$ cat src/tconv_pkg.sv
package tconv_pkg;

  // Item function codes, carried in tuser
  localparam logic [1:0] FUNC_WEIGHT = 2'd0;
  localparam logic [1:0] FUNC_BIAS   = 2'd1;
  localparam logic [1:0] FUNC_ACT    = 2'd2;

  // Configuration register indexes
  localparam logic REG_IN_COUNT  = 1'b0;
  localparam logic REG_OUT_COUNT = 1'b1;

  localparam logic [15:0] WEIGHT_ONE = 16'h0100;  // 1.0 in Q8.8

  localparam logic signed [39:0] SUM_MAX = 40'sh7F_FFFF_FFFF;
  localparam logic signed [39:0] SUM_MIN = 40'sh80_0000_0000;

  // Request as it walks down the cell chain
  typedef struct packed {
    logic               valid;
    logic [1:0]         func;
    logic [3:0]         in_chan;
    logic [3:0]         out_chan;
    logic [1:0]         tap;
    logic signed [15:0] value;
    logic               emit;
    logic [4:0]         nout;
  } tok_t;

  function automatic logic signed [39:0] sat40(input logic signed [40:0] v);
    logic signed [39:0] r;
    if (v[40] != v[39]) begin
      r = v[40] ? SUM_MIN : SUM_MAX;
    end else begin
      r = v[39:0];
    end
    return r;
  endfunction

endpackage

$ cat src/tconv_ram.sv
module tconv_ram #(
  parameter int WIDTH = 16,
  parameter int DEPTH = 16,
  localparam int AW = (DEPTH > 1) ? $clog2(DEPTH) : 1
) (
  input  logic             clk,
  input  logic             we,
  input  logic [AW-1:0]    waddr,
  input  logic [WIDTH-1:0] wdata,
  input  logic [AW-1:0]    raddr,
  output logic [WIDTH-1:0] rdata
);

  logic [WIDTH-1:0] mem [DEPTH];

  always_ff @(posedge clk) begin
    if (we) begin
      mem[waddr] <= wdata;
    end
    rdata <= mem[raddr];
  end

endmodule

$ cat src/tconv_cell.sv
module tconv_cell #(
  parameter int IDX  = 0,
  parameter int ROWS = 16,
  localparam int AW = (ROWS > 1) ? $clog2(ROWS) : 1
) (
  input  logic                   clk,
  input  logic                   rst,
  input  logic                   clr,
  input  logic [AW-1:0]          clr_row,
  input  tconv_pkg::tok_t        tok_in,
  output tconv_pkg::tok_t        tok_out,
  input  logic                   shift,
  input  logic signed [39:0]     ob_in,
  output logic signed [39:0]     ob_head,
  output logic                   done
);

  import tconv_pkg::*;

  tok_t               tok_q;
  logic [15:0]        bias;
  logic [15:0]        p_bias;
  logic [15:0]        wdat [4];
  logic signed [31:0] prod [4];
  logic signed [39:0] acc [4];
  logic signed [39:0] acc_next [4];
  logic signed [39:0] ob [4];
  logic               p_valid;
  logic               p_first;
  logic               p_emit;
  logic               act_q;
  logic [AW-1:0]      addr;
  logic signed [39:0] bias_wide;

  assign addr = clr ? clr_row : tok_in.in_chan[AW-1:0];
  assign act_q = tok_q.valid && (tok_q.func == FUNC_ACT) && (tok_q.nout > 5'(IDX));
  assign bias_wide = {{16{p_bias[15]}}, p_bias, 8'h00};

  for (genvar t = 0; t < 4; t++) begin : g_tap
    logic w_hit;
    logic signed [39:0] base;

    assign w_hit = tok_in.valid && (tok_in.func == FUNC_WEIGHT)
                   && (tok_in.out_chan == 4'(IDX)) && (tok_in.tap == 2'(t));
    assign base = p_first ? bias_wide : acc[t];
    assign acc_next[t] = sat40(41'(base) + 41'(prod[t]));

    tconv_ram #(.WIDTH(16), .DEPTH(ROWS)) u_wram (
      .clk   (clk),
      .we    (clr || w_hit),
      .waddr (addr),
      .wdata (clr ? WEIGHT_ONE : tok_in.value),
      .raddr (addr),
      .rdata (wdat[t])
    );
  end

  always_ff @(posedge clk) begin
    if (rst) begin
      tok_q.valid <= 1'b0;
      bias        <= '0;
      p_valid     <= 1'b0;
      p_emit      <= 1'b0;
    end else begin
      tok_q <= tok_in;
      if (tok_in.valid && (tok_in.func == FUNC_BIAS) && (tok_in.out_chan == 4'(IDX))) begin
        bias <= tok_in.value;
      end
      p_valid <= act_q;
      // done must fire even when this channel is out of use
      p_emit  <= tok_q.valid && (tok_q.func == FUNC_ACT) && tok_q.emit;
    end
  end

  always_ff @(posedge clk) begin
    p_first <= (tok_q.in_chan == 4'd0);
    // hold the bias seen by the request in tok_q, ahead of any later load
    p_bias  <= bias;
    for (int t = 0; t < 4; t++) begin
      prod[t] <= 32'(tok_q.value) * 32'($signed(wdat[t]));
      if (p_valid) begin
        acc[t] <= acc_next[t];
      end
    end
    // snapshot on the final channel, otherwise advance the result chain
    if (p_valid && p_emit) begin
      for (int t = 0; t < 4; t++) begin
        ob[t] <= acc_next[t];
      end
    end else if (shift) begin
      ob[0] <= ob[1];
      ob[1] <= ob[2];
      ob[2] <= ob[3];
      ob[3] <= ob_in;
    end
  end

  assign tok_out = tok_q;
  assign ob_head = ob[0];
  assign done    = p_emit;

endmodule

$ cat config.mk
export PLATFORM = sky130hd
export DESIGN_NAME = tconv_cell
export DESIGN_NICKNAME = d
export VERILOG_FILES = /design/src/tconv_pkg.sv /design/src/tconv_ram.sv /design/src/tconv_cell.sv
export SDC_FILE = /design/constraint.sdc
export NUM_CORES = 2
export LEC_CHECK = 0
export BUFFER_PORTS_ARGS = -buffer_cell sky130_fd_sc_hd__buf_2
export CORE_ASPECT_RATIO = 1.25
export CORE_MARGIN = 1
export CORE_UTILIZATION = 55
export CTS_CLUSTER_DIAMETER = 30
export DETAILED_ROUTE_END_ITERATION = 12
export GPL_TIMING_DRIVEN = 0
export HOLD_SLACK_MARGIN = 0.03
export MAX_ROUTING_LAYER = met4
export PLACE_DENSITY_LB_ADDON = 0.25
export SLEW_MARGIN = 20
export SYNTH_ARGS = -nofsm -noshare
export SYNTH_HDL_FRONTEND = slang
export SYNTH_SLANG_ARGS = --single-unit
$ cat constraint.sdc
create_clock -name clk -period 8.18 [get_ports clk]
set_clock_uncertainty 0.05 [all_clocks]
set_input_delay 1.636 -clock clk [delete_from_list [all_inputs] [get_ports clk]]
set_output_delay 1.636 -clock clk [all_outputs]
set_load 0.03 [all_outputs]
After elaboration in Yosys (flattened, before gate mapping)
Memory sizes are Yosys's and may differ from the RTL's. A register that Yosys moved wholly into a read port is not among the register bits.
Index checks and enable logic that the tools add are counted.
{"block": "totals", "ff_bits": 70, "latchBits": 0, "mem_bits_rw": 1472, "mem_bits_ro": 0, "input_bits": 83, "out_inout_bits": 76, "elab_cells": 95, "n_memories": 7}
{"block": "op_classes", "add_sub_neg": 4, "multipliers": 4, "div": 0, "n_lt_le_gt_ge": 1, "eq_ne": 9, "n_shift": 0, "muxes": 33, "bitwise": 4, "n_reduce_logical": 20}
{"memory": "g_tap[0].u_wram.mem", "depth": 16, "word_bits": 16, "read_ports": 1, "rd_clocked_by_memory_dff": 1, "write_ports": 1, "line_no": "tconv_ram.sv:14", "source": "logic [WIDTH-1:0] mem [DEPTH];"}
{"memory": "g_tap[1].u_wram.mem", "depth": 16, "word_bits": 16, "read_ports": 1, "rd_clocked_by_memory_dff": 1, "write_ports": 1, "line_no": "tconv_ram.sv:14"}
{"memory": "g_tap[2].u_wram.mem", "depth": 16, "word_bits": 16, "read_ports": 1, "rd_clocked_by_memory_dff": 1, "write_ports": 1, "line_no": "tconv_ram.sv:14"}
{"memory": "g_tap[3].u_wram.mem", "depth": 16, "word_bits": 16, "read_ports": 1, "rd_clocked_by_memory_dff": 1, "write_ports": 1, "line_no": "tconv_ram.sv:14"}
{"memory": "acc", "depth": 4, "word_bits": 40, "read_ports": 4, "rd_clocked_by_memory_dff": 0, "write_ports": 4, "line_no": "tconv_cell.sv:25", "source": "logic signed [39:0] acc [4];"}
{"memory": "ob", "depth": 4, "word_bits": 40, "read_ports": 4, "rd_clocked_by_memory_dff": 0, "write_ports": 4, "line_no": "tconv_cell.sv:27", "source": "logic signed [39:0] ob [4];"}
{"memory": "+1 memories"}
{"cell": "$mux W40", "count": 16}
{"cell": "$add A40 B32 Y41", "count": 4}
{"cell": "$mul A16 B16 Y32", "count": 4}
{"cell": "$mux W16", "count": 1}
{"cell": "$mux W1", "count": 15}
{"cell": "$logic_and A1 B1 Y1", "count": 12}
{"cell": "$logic_not A4 Y1", "count": 2}
{"cell": "$eq A2 B2 Y1 const B", "count": 3}
{"cell": "$gt A5 B1 Y1 const B", "count": 1}
{"cell": "$eq A2 B1 Y1 const B", "count": 2}
{"cell": "$logic_not A2 Y1", "count": 2}
{"cell": "$logic_or A1 B1 Y1", "count": 4}
{"cell": "$mux W4", "count": 1}
{"cell": "$ne A1 B1 Y1", "count": 4}
{"cell": "$or A1 B1 Y1", "count": 4}

Longest topological paths before layout
{"block": "depth", "word_depth": 7, "mapped_depth": 25, "ltp_nobuf": 22}

Hierarchy
Synthesis repeated with hierarchy kept, for this count alone.
{"block": "hier_totals", "hier_cells": 8838, "area_unflattened_um2": 106806.2}
{"module": "tconv_cell", "n_inst": 1, "cells_each": 7110, "area_per_inst_um2": 66632.7, "seq_area_each_um2": 13913.3}
{"module": "tconv_ram", "n_inst": 4, "cells_each": 432, "area_per_inst_um2": 10043.4, "seq_area_each_um2": 8007.7}

Worst setup path before layout
No wires, ideal clock.
{"block": "synth_timing", "path_kind": "flip-flop to flip-flop", "from": "register p_valid", "to": "memory ob[0][0] (enable)", "setup_time_ps": 548, "t_arrival_ps": 7996, "t_required_ps": 7582, "slack_ps": -414, "stages_incl_launch_ff": 3, "synth_period_minus_slack_ps": 8594, "cell_sequence": "dfxtp_1 nand2_1 nand2b_1"}
{"element": "start, declared", "line_no": "tconv_cell.sv:28", "source": "logic p_valid;"}
{"element": "start signal, assigned", "line_no": "tconv_cell.sv:69", "source": "p_valid <= act_q;"}
{"element": "end, declared", "line_no": "tconv_cell.sv:27"}

==> results_dict.tcl <==
set metrics [dict create \
    status "finished, final reports clean" \
    relSlewSlack_pct 14.7 \
    critical_path_class "flip-flop to flip-flop" \
    tightest_slew_ns 1.28 \
    initial_core_util_pct 55.5 \
    dpl.hpwl_mm 276 \
    root_buffer "clkbuf_16" \
    crit_fanout 13 \
    setup_viol 0 \
    synth_most_common_cell "edfxtp_1" \
    fin_area_sq_um 125000 \
    ys_ff_latch 1606 \
    core_area_sq_um 195000 \
    tritoncts "built" \
    ff2ff_path_depth 22 \
    cp_slowest_cell "clkbuf_2" \
    synthFlopType "edfxtp_1" \
    fin_setup_tns_ns 0 \
    syn_area_sq_um 108000 \
    timing.rr.start "tok_out[18]" \
    overflow 0 \
    synth-seq-area-share_pct 42.4 \
    cts.sinks 1606 \
    hold_violations 0 \
    worstSetupEndpoint "prod[3][31]" \
    grt_pass1_wl_mm 528 \
    r2r_slack_ns 0.05 \
    crit-reg2reg-capture "prod[3][31]" \
    die_area_sq_um 199000 \
    yosys-top-cells-area "edfxtp_1 38%, fa_1 19%, ha_1 5.6%, mux4_2 5.3%, inv_1 4.7%" \
    fillers 14800 \
    min_period_over_period_pct 99.4 \
    pre_cts_ws_ns -0.721 \
    io_pins 159 \
    fin_nets 11300 \
    htree_levels 5 \
    place_area_sq_um 114000 \
    worstSkewPairLatency_ns 0.96 \
    cpLargestDelayFamily "adder cells" \
    crit_start "tok_out[18]" \
    fp.dieH_microns 498 \
    drc 0 \
    place_congestion 1.04 \
    async_flop_share_pct 0 \
    syn-num-nets 10800 \
    synthCells 9162 \
    maxCapViolCount 0 \
    area_growth_pct 15.0 \
    yosysTopAreaCell "edfxtp_1" \
    report.final.slew_viol_count 0 \
    clockBufferDepth 4 \
    cp_num_cells 22 \
    cp_data_required_time_ns 8.86 \
    chipWidth_microns 399 \
    viasPerCell 6.00 \
    initialDrtViolationCount 7358 \
    clock.fmax_mhz 123 \
    rows 181 \
    dr.pass1.iters 6 \
    yosys_warnings 0 \
    wl_mm 365 \
    grt_max_degree 65 \
    fin_ws_ns 0.0513 \
    period_minus_slack_ns 8.13 \
    worst_setup_path_end_kind "flip-flop" \
    hold_slack_ns 0.296 \
    hold_class "flip-flop to flip-flop" \
    path_buf_inv 6 \
    cts_buffers 299 \
    first_global_vias 78900 \
    cp-start-kind "flip-flop" \
    path_cells "clkbuf_2 -> clkbuf_2 -> and2_1 -> fa_1 -> inv_1 -> fa_1 -> fa_1 -> inv_1 -> fa_1 -> fa_1 -> inv_1 -> fa_1 -> inv_1 -> ha_1 -> nand2_1 -> or3_1 -> o32ai_1 -> o31ai_2 -> o31ai_1 -> a211o_1 -> a21oi_1 -> xnor2_2" \
    crit_arrival_ns 8.80 \
    rsz0062_at_grt "true" \
    vias 75200 \
    drive_gt1_share_pct 13.2 \
    antenna_found_initial 23 \
    synth_top_area_share_pct 38.2 \
    synth_edf_count 1378 \
    post_drt_wl_per_cell_microns 29.1 \
    grt_usage_pct 38.3 \
    port_buffers 156 \
    crit_path_frequent_cell "fa_1" \
    clk_pin_slew_ns 0.05 \
    synth_cell_types 99 \
    ys_top_cells_by_count "1378 x edfxtp_1, 1349 x inv_1, 1052 x fa_1" \
    ant_nets 0 \
    syn_area_per_cell_sq_um 11.8 \
    cpPeakStageDelay_ns 0.59 \
]
-- cell usage in the layout (no fill, tap or decap), types with 286 or more instances in the layout --
cell type	Yosys	routed
and2_1	583	583
edfxtp_1	1378	1378
inv_1	1349	1348
a21oi_1	353	353
o21ai_0	340	340
fa_1	1052	1052
ha_1	488	488
nor2_1	400	336
clkbuf_1	355	286
clkbuf_16	0	305
nand2_1	915	915
-- area by class of cell --
class	count	area, sq um	share of cell area, %
antenna	21	52.6	0.0422
inverter	1353	5080	4.08
sequential	1606	45900	36.9
buffer	427	1820	1.46
timing repair buffer	263	2460	1.98
tap	2562	3210	2.57
clock buffer	335	7780	6.25
clock inverter	191	2310	1.85
multi-input combinational	5772	55900	44.9
-- logic make-up after synthesis --
kind of cell,share of synthesized area (%)
simple gates,10.2
buf+inv,6.28
flops,42.4
fa+ha+maj,25.4
compound gates,7.93
mux,5.70
xor+xnor,2.07
-- registers in the layout, indices dropped and copies added, names as in the netlist, 16 cells and up --
signal / count
acc: 160
bias: 16
g_tap.u_wram.mem: 1024
g_tap.u_wram.rdata: 64
ob: 160
p_bias: 16
prod: 128
tok_out: 35
-- stage by stage --
step / instances / util (%)
after detailed placement: 12000 / 58.6
after floorplan: 9162 / -
final: 12500 / 63.9
after CTS: 12500 / 63.8
after global placement: 11900 / 57.6
after global routing: 12500 / 63.8
-- worst min-delay path by stage --
stage	slack [ns]	cells past startpoint	from	to
floorplan	0.28	0	bias[0]	p_bias[0]
global placement	0.29	0	bias[9]	p_bias[9]
detailed placement	0.29	0	bias[13]	p_bias[13]
CTS	0.30	0	bias[13]	p_bias[13]
global route	0.31	0	bias[13]	p_bias[13]
finish	0.30	0	bias[13]	p_bias[13]
-- timing repair --
item	CTS	global route
pin swaps	0	0
buffers inserted	4	4
setup endpoints to repair	21	10
hold buffers	0	0
cloned	0	0
gates resized for setup	32	27
-- per-layer routing --
metal,share of wire (%),routed length (microns),global-route usage [%],vias up
met1,35,129000,43.8,38000
met5,0,0,-,-
met2,49,179000,61.6,3817
met3,7.2,26400,5.93,1145
met4,8.4,30800,27.3,0
li1,-,-,-,32200
Power is left out: the tool's default activity adds up to more than one toggle a clock period on the data nets, which glitch-free logic cannot reach.
